## src/design/mexp_pkg.sv

```systemverilog
// ----------------------------------------------------------------------------
// mexp_pkg
// shared types for the modular exponentiation core and its multiplier unit
// ----------------------------------------------------------------------------
package mexp_pkg;

  // command from the exponent sequencer to the modular multiplier
  typedef struct packed {
    logic start;
    logic square;
  } mm_cmd_t;

endpackage

```

## src/design/mexp_modmul.sv

```systemverilog
// ----------------------------------------------------------------------------
// mexp_modmul
// bit-serial modular multiplier: doubles and adds under the modulus, msb first,
// one modular add per cycle
// ----------------------------------------------------------------------------
module mexp_modmul
  import mexp_pkg::*;
#(
  parameter int unsigned VALUE_WIDTH = 32
) (
  input  logic                   clk_i,
  input  logic                   rst_ni,
  input  mm_cmd_t                cmd_i,
  input  logic [VALUE_WIDTH-1:0] a_i,
  input  logic [VALUE_WIDTH-1:0] b_i,
  input  logic [VALUE_WIDTH-1:0] m_i,
  output logic [VALUE_WIDTH-1:0] result_o,
  output logic                   done_o
);

  localparam int unsigned CntWidth = $clog2(VALUE_WIDTH);

  typedef enum logic [1:0] {
    S_IDLE,
    S_DBL,
    S_ADD
  } state_e;

  state_e                 state_q;
  logic [VALUE_WIDTH-1:0] acc_q;
  logic [VALUE_WIDTH-1:0] a_q;
  logic [VALUE_WIDTH-1:0] b_q;
  logic [VALUE_WIDTH-1:0] m_q;
  logic [CntWidth-1:0]    cnt_q;
  logic                   done_q;
  logic [VALUE_WIDTH-1:0] addend;
  logic [VALUE_WIDTH-1:0] sum;

  // (x + y) mod m for x, y below m
  function automatic logic [VALUE_WIDTH-1:0] add_mod(input logic [VALUE_WIDTH-1:0] x,
                                                     input logic [VALUE_WIDTH-1:0] y,
                                                     input logic [VALUE_WIDTH-1:0] m);
    logic [VALUE_WIDTH-1:0] room;
    begin
      room = m - y;
      add_mod = (x >= room) ? (x - room) : (x + y);
    end
  endfunction

  assign addend = (state_q == S_ADD) ? a_q : acc_q;
  assign sum    = add_mod(acc_q, addend, m_q);

  always_ff @(posedge clk_i or negedge rst_ni) begin
    if (!rst_ni) begin
      state_q <= S_IDLE;
      done_q  <= 1'b0;
      cnt_q   <= '0;
      acc_q   <= '0;
      a_q     <= '0;
      b_q     <= '0;
      m_q     <= '0;
    end else begin
      done_q <= 1'b0;
      unique case (state_q)
        S_IDLE: begin
          if (cmd_i.start) begin
            acc_q   <= '0;
            a_q     <= a_i;
            b_q     <= cmd_i.square ? a_i : b_i;
            m_q     <= m_i;
            cnt_q   <= CntWidth'(VALUE_WIDTH - 1);
            state_q <= S_DBL;
          end
        end
        S_DBL: begin
          acc_q <= sum;
          if (b_q[VALUE_WIDTH-1]) begin
            state_q <= S_ADD;
          end else begin
            b_q <= b_q << 1;
            if (cnt_q == '0) begin
              done_q  <= 1'b1;
              state_q <= S_IDLE;
            end else begin
              cnt_q <= cnt_q - 1'b1;
            end
          end
        end
        S_ADD: begin
          acc_q <= sum;
          b_q   <= b_q << 1;
          if (cnt_q == '0) begin
            done_q  <= 1'b1;
            state_q <= S_IDLE;
          end else begin
            cnt_q   <= cnt_q - 1'b1;
            state_q <= S_DBL;
          end
        end
        default: state_q <= S_IDLE;
      endcase
    end
  end

  assign result_o = acc_q;
  assign done_o   = done_q;

endmodule

```

## src/design/modular_exponentiation_core.sv

```systemverilog
// work: up to (2*EXP_WIDTH + 1) modular products: one reduces the base, then each
// exponent bit squares and, when the bit is set, multiplies first
// throughput: one transaction at a time, the shared bit-serial multiplier sets the pace
// zero exponent or zero modulus skips the multiplier and goes through S_BIT and S_DONE to the result
// reset: asynchronous active low, clears the sequencer and the output valid
// ----------------------------------------------------------------------------
// modular_exponentiation_core
// right-to-left square-and-multiply sequencer around one modular multiplier
// ----------------------------------------------------------------------------
module modular_exponentiation_core
  import mexp_pkg::*;
#(
  parameter int unsigned VALUE_WIDTH = 32,
  parameter int unsigned EXP_WIDTH   = 32
) (
  input  logic                   clk_i,
  input  logic                   rst_ni,
  input  logic                   in_valid_i,
  output logic                   in_stall_o,
  input  logic [VALUE_WIDTH-1:0] base_i,
  input  logic [EXP_WIDTH-1:0]   exponent_i,
  input  logic [VALUE_WIDTH-1:0] modulus_i,
  output logic                   out_valid_o,
  input  logic                   out_stall_i,
  output logic [VALUE_WIDTH-1:0] power_mod_o
);

  typedef enum logic [2:0] {
    S_IDLE,
    S_RED,
    S_BIT,
    S_MUL,
    S_SQR,
    S_DONE
  } state_e;

  state_e                 state_q;
  logic [VALUE_WIDTH-1:0] acc_q;
  logic [VALUE_WIDTH-1:0] sq_q;
  logic [VALUE_WIDTH-1:0] mod_q;
  logic [EXP_WIDTH-1:0]   exp_q;
  mm_cmd_t                cmd_q;
  logic [VALUE_WIDTH-1:0] op_a_q;
  logic [VALUE_WIDTH-1:0] op_b_q;
  logic                   out_valid_q;
  logic [VALUE_WIDTH-1:0] power_mod_q;
  logic [VALUE_WIDTH-1:0] mm_result;
  logic                   mm_done;
  logic                   in_accept;
  logic                   out_free;

  assign in_accept = in_valid_i && (state_q == S_IDLE);
  assign out_free  = !out_valid_q || !out_stall_i;

  mexp_modmul #(
    .VALUE_WIDTH(VALUE_WIDTH)
  ) u_modmul (
    .clk_i   (clk_i),
    .rst_ni  (rst_ni),
    .cmd_i   (cmd_q),
    .a_i     (op_a_q),
    .b_i     (op_b_q),
    .m_i     (mod_q),
    .result_o(mm_result),
    .done_o  (mm_done)
  );

  always_ff @(posedge clk_i or negedge rst_ni) begin
    if (!rst_ni) begin
      state_q     <= S_IDLE;
      cmd_q       <= '0;
      out_valid_q <= 1'b0;
      acc_q       <= '0;
      sq_q        <= '0;
      mod_q       <= '0;
      exp_q       <= '0;
      op_a_q      <= '0;
      op_b_q      <= '0;
      power_mod_q <= '0;
    end else begin
      cmd_q <= '0;
      if (!out_stall_i) begin
        out_valid_q <= 1'b0;
      end
      unique case (state_q)
        S_IDLE: begin
          if (in_accept) begin
            mod_q <= modulus_i;
            exp_q <= exponent_i;
            if (exponent_i == '0) begin
              acc_q   <= VALUE_WIDTH'(1);
              state_q <= S_BIT;
            end else if (modulus_i == '0) begin
              acc_q   <= '0;
              exp_q   <= '0;
              state_q <= S_BIT;
            end else begin
              // base mod m as the product 1 * base
              cmd_q   <= '{start: 1'b1, square: 1'b0};
              op_a_q  <= VALUE_WIDTH'(1);
              op_b_q  <= base_i;
              state_q <= S_RED;
            end
          end
        end
        S_RED: begin
          if (mm_done) begin
            sq_q    <= mm_result;
            acc_q   <= (mod_q == VALUE_WIDTH'(1)) ? '0 : VALUE_WIDTH'(1);
            state_q <= S_BIT;
          end
        end
        S_BIT: begin
          if (exp_q == '0) begin
            state_q <= S_DONE;
          end else if (exp_q[0]) begin
            cmd_q   <= '{start: 1'b1, square: 1'b0};
            op_a_q  <= acc_q;
            op_b_q  <= sq_q;
            state_q <= S_MUL;
          end else begin
            cmd_q   <= '{start: 1'b1, square: 1'b1};
            op_a_q  <= sq_q;
            state_q <= S_SQR;
          end
        end
        S_MUL: begin
          if (mm_done) begin
            acc_q   <= mm_result;
            cmd_q   <= '{start: 1'b1, square: 1'b1};
            op_a_q  <= sq_q;
            state_q <= S_SQR;
          end
        end
        S_SQR: begin
          if (mm_done) begin
            sq_q    <= mm_result;
            exp_q   <= exp_q >> 1;
            state_q <= S_BIT;
          end
        end
        S_DONE: begin
          if (out_free) begin
            out_valid_q <= 1'b1;
            power_mod_q <= acc_q;
            state_q     <= S_IDLE;
          end
        end
        default: state_q <= S_IDLE;
      endcase
    end
  end

  assign in_stall_o  = (state_q != S_IDLE);
  assign out_valid_o = out_valid_q;
  assign power_mod_o = power_mod_q;

endmodule

```

## config.mk

```make
export PLATFORM = sky130hd
export DESIGN_NAME = modular_exponentiation_core
export DESIGN_NICKNAME = d
export VERILOG_FILES = /design/src/design/mexp_pkg.sv /design/src/design/mexp_modmul.sv /design/src/design/modular_exponentiation_core.sv
export SDC_FILE = /design/constraint.sdc
export NUM_CORES = 1
export LEC_CHECK = 0
export BUFFER_PORTS_ARGS = -buffer_cell sky130_fd_sc_hd__buf_2
export CAP_MARGIN = 0
export CORE_ASPECT_RATIO = 0.8
export CORE_MARGIN = 3
export CORE_UTILIZATION = 55
export CTS_BUF_LIST = sky130_fd_sc_hd__clkbuf_4
export DETAILED_ROUTE_END_ITERATION = 6
export PLACE_DENSITY = 0.76
export SLEW_MARGIN = 20
export SYNTH_ARGS = -nofsm -noshare
export SYNTH_HDL_FRONTEND = slang
export SYNTH_HIERARCHICAL = 1
export SYNTH_SLANG_ARGS = --single-unit
```

## constraint.sdc

```tcl
create_clock -name clk_i -period 5.7 [get_ports clk_i]
set_input_delay 0.285 -clock clk_i [delete_from_list [all_inputs] [get_ports clk_i]]
set_output_delay 0.285 -clock clk_i [all_outputs]
set_load 0.03 [all_outputs]
```

==> results of run 1 <==
==> how the worst max path moves through the flow <==
stage | from | to | slack, ns
after global placement | u_modmul/state_q[0]$_DFFE_PN0P_ | u_modmul/result_o[11]$_DFFE_PN0P_ | 0.11
after CTS | u_modmul/state_q[0]$_DFFE_PN0P_ | u_modmul/result_o[30]$_DFFE_PN0P_ | 0.005
after floorplan | u_modmul/state_q[0]$_DFFE_PN0P_ | u_modmul/result_o[4]$_DFFE_PN0P_ | 0.009
final | u_modmul/state_q[0]$_DFFE_PN0P_ | u_modmul/result_o[17]$_DFFE_PN0P_ | 0.16
after detailed placement | u_modmul/state_q[0]$_DFFE_PN0P_ | u_modmul/result_o[28]$_DFFE_PN0P_ | -0.05
after global routing | u_modmul/state_q[0]$_DFFE_PN0P_ | u_modmul/result_o[17]$_DFFE_PN0P_ | -0.06
==> report_power, final <==
part	switching [uW]	internal, uW
logic	3960	2690
clock network	1090	1160
registers	621	3250
total	5670	7100
==> kinds of logic (layout without fill, tap and decap cells) <==
logic type,Yosys count,in the layout
compound gates,573,573
simple gates,496,496
mux,323,323
buf+inv,168,515
xor+xnor,80,80
flops,366,366
other cells,0,1
fa+ha+maj,102,102
==> sequential cells by signal, indices dropped and copies added (netlist names), 3 cells and up <==
name and flops:
acc_q 32, op_b_q 32, u_modmul/b_q 32, power_mod_o 32
state_q 3, u_modmul/m_q 32, mod_q 32, u_modmul/a_q 32
exp_q 32, op_a_q 32, u_modmul/cnt_q 5, u_modmul/result_o 32
sq_q 32
==> worst max-delay path, stage by stage (launching register included) <==
cell	delay (ns)
sky130_fd_sc_hd__dfrtp_1	0.40
sky130_fd_sc_hd__inv_2	0.09
sky130_fd_sc_hd__ha_4	0.16
sky130_fd_sc_hd__buf_12	0.13
sky130_fd_sc_hd__mux2_4	0.32
sky130_fd_sc_hd__inv_2	0.06
sky130_fd_sc_hd__ha_1	0.24
sky130_fd_sc_hd__and3_4	0.18
sky130_fd_sc_hd__a221o_1	0.37
sky130_fd_sc_hd__a21o_1	0.17
sky130_fd_sc_hd__or3b_4	0.40
sky130_fd_sc_hd__o211ai_4	0.25
sky130_fd_sc_hd__or2b_1	0.27
sky130_fd_sc_hd__a21oi_2	0.13
sky130_fd_sc_hd__xor2_1	0.16
sky130_fd_sc_hd__ha_1	0.26
sky130_fd_sc_hd__a21o_1	0.21
sky130_fd_sc_hd__a2111o_1	0.39
sky130_fd_sc_hd__nand2_2	0.09
sky130_fd_sc_hd__o41ai_2	0.08
sky130_fd_sc_hd__o2111ai_2	0.29
sky130_fd_sc_hd__nand2_4	0.15
sky130_fd_sc_hd__buf_12	0.17
sky130_fd_sc_hd__buf_4	0.13
sky130_fd_sc_hd__mux2i_1	0.11
sky130_fd_sc_hd__o31ai_1	0.24
==> what timing repair did <==
item / 4_1_cts / 5_1_grt
resized for setup: 2 / 51
gates cloned: 0 / 1
endpoints found under the setup margin: 4 / 32
endpoints found under the hold margin: 176 / 0
hold buffers: 98 / 0
pin swaps: 0 / 19
buffers inserted: 0 / 9
==> layout make-up <==
| cell class | count | area [um^2] |
|---|---|---|
| Timing Repair Buffer | 298 | 2280 |
| Clock inverter | 22 | 154 |
| Clock buffer | 134 | 1010 |
| Antenna cell | 1 | 2.50 |
| Multi-Input combinational cell | 1574 | 11800 |
| Sequential cell | 366 | 9160 |
| Inverter | 61 | 229 |
| Fill cell | 3011 | 13200 |
| Tap cell | 495 | 619 |
==> stage by stage <==
step                hold slack (ns)  cells  utilization, %  setup WS (ns)
finish                       0.0754   2951            65.7          0.157
global route                 0.0837   2951            65.7        -0.0597
CTS                          0.0486   2940            65.0        0.00529
detailed placement            0.317   2686            59.4        -0.0498
global placement              0.317   2684            59.3          0.115
floorplan                   -0.0106   2108               -        0.00941
==> layer usage <==
metal | track usage, % | vias up | part of all wire (%)
met5 | 0 | - | 0.046
met4 | 11.0 | 4 | 3.4
met1 | 40.2 | 8764 | 44
met3 | 6.67 | 154 | 7.0
li1 | - | 8239 | -
met2 | 45.6 | 728 | 45
==> cells in the mapped netlist (all sizes together), types with 8 or more instances <==
library cell	number	share of area, %
and2	8	0.23
nor3	21	0.51
xnor2	45	1.8
nand4	16	0.47
o31ai	11	0.47
nor4	31	0.90
nor2b	19	0.55
mux2i	74	3.4
ha	99	5.8
a21o	43	1.5
nand2b	21	0.61
xor2	35	1.4
mux2	249	14
a21oi	220	5.1
o21bai	9	0.31
dfrtp	366	43
o21ai	156	3.6
buf	46	1.4
nand2	203	3.5
nor2	100	1.8
inv	61	1.1
clkbuf	61	1.1
nand3	23	0.53
a22oi	43	1.5
and3	41	1.2
o21a	15	0.52
a211oi	9	0.34
==> results.txt, run 1 <==
The tools report the count of standard-cell rows as 64. Of the total synthesized cell area, the portion taken by XOR and XNOR cells is 3.26%. Once the floorplan was initialized, standard cells occupied 56.0% of the core. The tools report the number of hold violations in the final report as 0. The weighted congestion at the end of routability-driven global placement is 0.967, and the first-pass detailed-route iteration total is 6. Setup repair after global routing could not meet its margin everywhere. The tools report the required time of the critical path as 6.40 ns.

Based on the critical path, the design can be clocked at up to 180 MHz. The worst setup path is launched from a register. The die covers 41500 um^2. The run gives 2595 as the net count of the finished layout. The critical path in this run is classified as reg -> reg.

Across the routed clock network, the largest skew measured is 0.0504 ns. The flow ran to the end, and the final reports show no timing, DRC or antenna violations. The first global-routing pass estimated 95.8 mm of wire. Clock latency on the worst-skew pair, taken at its later pin, is 0.82 ns. Setup violations remaining at the end of the flow were counted as 0.

In this run, the number of DRC markers left after iteration 0 of detailed routing was 1464. The maximum fanout count along the critical path was 8. For flop-to-flop paths, the worst setup slack is 0.16 ns. The capturing element type of the critical path was a register.

The logs give 160 for the pin count of the biggest net entering global routing and 366 for the clock net sink count. The aggregate global routing overflow was 0; the clock-pin slew reported for the worst setup and hold paths after clock tree synthesis was 0.07 ns. The min-delay analysis places its worst path in the category in -> async. The clock period minus worst slack works out to 5.54 ns. For this block, the routed nets add up to 61.3 mm of wire.

The post-synthesis register bit count is 366, and the routed via count is 17900. The data arrival time at the worst-slack endpoint was 6.24 ns. The initial antenna violation count is 3. The proportion of register bits with asynchronous set or reset after synthesis is 100%.

In this run the critical register-to-register path is launched from u_modmul/state_q[0]$_DFFE_PN0P_. The growth of design area from synthesis to finish is 17.3%. The synthesized design contains 0 enable-type register cells. The number of distinct standard cells referenced by the synthesized netlist came out at 79. No sink is reached through more buffers than the 3 on the longest clock path. The final sum of negative setup slack is 0 ns, and the count of warnings emitted by yosys is 6. After Yosys synthesis, full adders, half adders and majority gates account for 6.04% of the synthesized area. CTS built an H-tree with a depth of 3. Counting cells, the worst reg-to-reg path comes to 25. The number of vias per cell after detailed routing works out to 6.06. The tools report the via count of the first global-routing pass as 17800. The cell at the root of the clock tree is sky130_fd_sc_hd__clkbuf_4.

The mapped cell area was 21500 um^2; the final standard cell area without fillers was 25200 um^2. Total track usage: 29.3%. The headroom to the max-slew limit was 29.6%.

The TritonCTS buffer count is 92. In this run the power density over the cells is 506 nW/um^2. TritonCTS built the clock tree. The floorplan core area is 38400 um^2, and the detailed-route DRC error count is 0.

For the pin with the worst max-slew slack, the measured transition is 1.05 ns. In this run the critical register-to-register path is captured at u_modmul/result_o[17]$_DFFE_PN0P_. The run gives 2310 as the net count of the mapped netlist. Die extent in x: 227 um. The part of the Yosys area used for sequential elements was 42.6%; the number of cells produced by synthesis was 2108.

The fraction of the cycle the final worst path needs is 97.2%. The placed instances occupy a cell area of 22800 um^2. The total power consumption of the routed design came out at 12800 uW. The synthesized area per cell was 10.2 um^2. The basic-gate share of the synthesized area counting and, or, nand and nor cells was 10.8%; the share of post-route cells with drive strength above 1 was 26.6%.

The post-detailed-placement half-perimeter wirelength is 42.9 mm. The commonest non-fill, non-tap cell in the layout is sky130_fd_sc_hd__dfrtp_1. The routed length per instance came out at 20.8 um. The count of boundary I/O pins was 134; the largest voltage drop on the vdd net was 0.313 mV. After synthesis, the share of cell area in mux cells is 17.5%. For the number of maximum-capacitance constraint violations, the log shows 0. By area, the combinational part of the netlist is dominated by multiplexers. The count of nets left with antenna violations once routing finished came out at 0. The post-synthesis compound-gate area fraction is 16.2%. In the layout the commonest cells are sky130_fd_sc_hd__dfrtp_1, sky130_fd_sc_hd__a21oi_1, sky130_fd_sc_hd__nand2_1. The die height is 183 um. The logs give 0 for the number of max-slew violations in the final report and 0.0117 uW for the standby leakage power. The quantity of I/O buffers inserted on ports is 133.

For this run, the leading register cell type out of synthesis is sky130_fd_sc_hd__dfrtp_1.
No activity file was read; power rests on OpenSTA's default activity.
==> inputs of run 2 (changes only) <==
Settings changed: CORE_UTILIZATION 55 to 50, GPL_ROUTABILITY_DRIVEN set to 1, PLACE_DENSITY 0.76 to 0.7.
==> results.txt, run 2 (synthesis results as in run 1) <==
The kind of start point of the critical path was a register. The congestion estimate from routability-driven global placement came to 0.947. The number of max-slew violations in the final report was 0.

The root buffer cell chosen for the clock tree is sky130_fd_sc_hd__clkbuf_4. The clock arrives with 0.0538 ns of skew. Maximum operating frequency: 181 MHz. For this run, the detailed router's first-pass iteration total came to 6. The area growth from synthesis to layout is 18.0%. In this run the horizontal extent of the chip is 238 um. The tools report the die area as 45600 um^2.

The kind of cell adding the most delay to the critical path is compound AO/OA/AOI/OAI gates. For this block, the initial DRC count from the detailed router was 1739. After layout, the worst path uses 97.1% of the clock period.

The number of vias per cell after detailed routing works out to 5.98. Traced cell by cell, the critical path runs through inv_2 -> ha_4 -> mux2_2 -> inv_1 -> ha_4 -> and3_4 -> a221o_1 -> a21o_1 -> or3b_4 -> o211ai_4 -> or2b_1 -> a21oi_2 -> xor2_1 -> ha_1 -> a21o_1 -> a2111o_1 -> nand2_2 -> o41ai_1 -> o2111ai_2 -> nand2_4 -> clkbuf_16 -> o31ai_2 -> a22o_1. Starting density of the core: 51.0%. The die height is 192 um, and the TritonCTS buffer count is 92. The logs give 60.2% for the share of the core filled with cells in the final layout and 42200 um^2 for the floorplan core area. The total wirelength of the detailed-routed design was 63.0 mm.

For this run, design rule violations remaining after detail routing come to 0. The largest voltage drop on the vdd net was 0.392 mV. Summing all flip-flop and latch instances after layout gives 9160 um^2. The net count of the finished layout is 2598. The run finished with clean final reports. The multi-input combinational cells in the finished layout cover a total of 11800 um^2. The total overflow left after global routing is 0. The critical path is of the reg -> reg type. The run gives 0.84 ns as the insertion delay of the later-clocked pin in the worst-skew pair. Clock-pin slew was measured on the worst setup and hold paths at 0.07 ns. The tool flagged a number of max-cap violations equal to 0.

The count of nets left with antenna violations once routing finished came out at 0. Counting the fill cells in the layout gives 3471. The quantity of I/O buffers inserted on ports was 133. The share of post-route cells with drive strength above 1 was 27.0%.

The clock period minus worst slack works out to 5.53 ns. The deepest level of the CTS H-tree was 3. The floorplan has 67 rows. For the total track usage, the log shows 27.4%.

The logs give 3 for the maximum clock path buffer count and 6.44 ns for the required time of the critical path. Counting every sink on the clock net gives 366. The library cell contributing the largest single delay on the critical path was sky130_fd_sc_hd__or3b_4. Commonest non-fill, non-tap cell in the layout: sky130_fd_sc_hd__dfrtp_1. The routed via count was 18000. In the layout the commonest cells are sky130_fd_sc_hd__dfrtp_1, sky130_fd_sc_hd__a21oi_1, sky130_fd_sc_hd__nand2_1. The total buffers and inverters traversed by the critical path is 3. The count of boundary I/O pins came out at 134. TritonCTS built the clock tree. The via count of the first global-routing pass is 17600. The min-delay analysis places its worst path in the category in -> reg. The power per cell area came out at 504 nW/um^2.

Pin count of the biggest net entering global routing: 180. The maximum fanout count along the critical path was 7. The logs give 0.167 ns for the post-route worst setup slack and 6.27 ns for the data arrival time at the worst-slack endpoint. The initial antenna violation count was 3. STA classifies the critical path endpoint as a register. Prior to clock tree synthesis, the placed netlist has a worst setup slack of 0.0759 ns.

Dividing the detail-routed wire length by the instance count gives 20.9 um. The number of hold violations in the final report came out at 0. On the worst path, the slowest cell contributes a delay of 0.41 ns. The HPWL after detailed placement is 42.7 mm.

The tools report the standby leakage power as 0.0118 uW. Headroom to the max-slew limit came out at 25.4%. For the pin with the worst max-slew slack, the measured transition is 1.12 ns. For the first-pass GRT wire length, the log shows 97.8 mm. For the final count of negative-setup-slack endpoints, the log shows 0.
## run 2: cell types whose count changed in the layout (fill, tap and decap cells not counted), moves of 2 or more
cell                        previous run  this run
sky130_fd_sc_hd__nor3_2                2         5
sky130_fd_sc_hd__nor3_1               19        16
sky130_fd_sc_hd__o21ai_1              15        11
sky130_fd_sc_hd__buf_12                6         2
sky130_fd_sc_hd__o21ai_0             140       143
sky130_fd_sc_hd__o31ai_1               9         7
sky130_fd_sc_hd__clkbuf_16             1         3
sky130_fd_sc_hd__o31ai_2               0         2
sky130_fd_sc_hd__ha_4                  5         3
sky130_fd_sc_hd__buf_6                 0         2
## run 2: what timing repair did
item,4_1_cts,5_1_grt
hold buffers,100,0
endpoints found under the setup margin,0,32
gates resized for setup,0,60
buffers inserted,0,5
hold endpoints to repair,159,0
## run 2: worst reg2reg max path, stage by stage, from the launching register on
cell and delay [ns]:
sky130_fd_sc_hd__dfrtp_1 0.39, sky130_fd_sc_hd__inv_2 0.08, sky130_fd_sc_hd__ha_4 0.21, sky130_fd_sc_hd__mux2_2 0.40
sky130_fd_sc_hd__inv_1 0.13, sky130_fd_sc_hd__ha_4 0.23, sky130_fd_sc_hd__and3_4 0.15, sky130_fd_sc_hd__a221o_1 0.31
sky130_fd_sc_hd__a21o_1 0.19, sky130_fd_sc_hd__or3b_4 0.41, sky130_fd_sc_hd__o211ai_4 0.22, sky130_fd_sc_hd__or2b_1 0.27
sky130_fd_sc_hd__a21oi_2 0.16, sky130_fd_sc_hd__xor2_1 0.17, sky130_fd_sc_hd__ha_1 0.27, sky130_fd_sc_hd__a21o_1 0.18
sky130_fd_sc_hd__a2111o_1 0.39, sky130_fd_sc_hd__nand2_2 0.10, sky130_fd_sc_hd__o41ai_1 0.09, sky130_fd_sc_hd__o2111ai_2 0.31
sky130_fd_sc_hd__nand2_4 0.18, sky130_fd_sc_hd__clkbuf_16 0.21, sky130_fd_sc_hd__o31ai_2 0.24, sky130_fd_sc_hd__a22o_1 0.15
## run 2: power by group
group | leakage (uW) | internal (uW) | switching (uW) | total [uW]
clock | 0.000690 | 1170 | 1120 | 2290
combinational | 0.00633 | 2730 | 3990 | 6730
sequential | 0.00476 | 3250 | 533 | 3790
total | 0.0118 | 7160 | 5640 | 12800
## run 2: cell type report
type | instances | share of cell area, %
multi-input cells | 1574 | 46.6
flip-flops and latches | 366 | 36.1
repair buffers | 301 | 9.12
clock buffers | 135 | 3.99
well taps | 552 | 2.72
inverters | 61 | 0.902
clock inverters | 22 | 0.591
diodes | 2 | 0.0197
## run 2: metrics by stage
stage | total power, uW | hold slack, ns | cell area [um^2] | TNS (ns) | std cells
after global placement | 10000 | 0.264 | 22900 | 0 | 2745
after detailed placement | 10200 | 0.264 | 22900 | 0 | 2745
final | 12800 | 0.139 | 25400 | 0 | 3013
after floorplan | 8300 | -0.0106 | 21500 | 0 | 2108
after CTS | 12600 | 0.0662 | 25000 | 0 | 3002
after global routing | 13700 | 0.121 | 25400 | -0.157 | 3013
## run 2: worst paths after layout
kind | startpoint | end | slack (ns) | cells after the start
max in group asynchronous | rst_ni | op_a_q[29]$_DFFE_PN0P_ | 4.05 | 4
min in group asynchronous | rst_ni | u_modmul/result_o[1]$_DFFE_PN0P_ | 0.47 | 3
worst max-delay path | u_modmul/state_q[0]$_DFFE_PN0P_ | u_modmul/result_o[4]$_DFFE_PN0P_ | 0.17 | 23
worst max register to register | u_modmul/state_q[0]$_DFFE_PN0P_ | u_modmul/result_o[4]$_DFFE_PN0P_ | 0.17 | 23
worst min register to register | u_modmul/b_q[10]$_DFFE_PN0P_ | u_modmul/b_q[10]$_DFFE_PN0P_ | 0.48 | 2
worst min-delay path | in_valid_i | state_q[0]$_DFFE_PN0P_ | 0.14 | 4
## run 2: layer usage
metal,global-route usage (%),share of wire [%]
met5,0,0.021
met4,6.13,1.7
met3,5.78,8.3
met2,40.6,43
met1,41.1,47
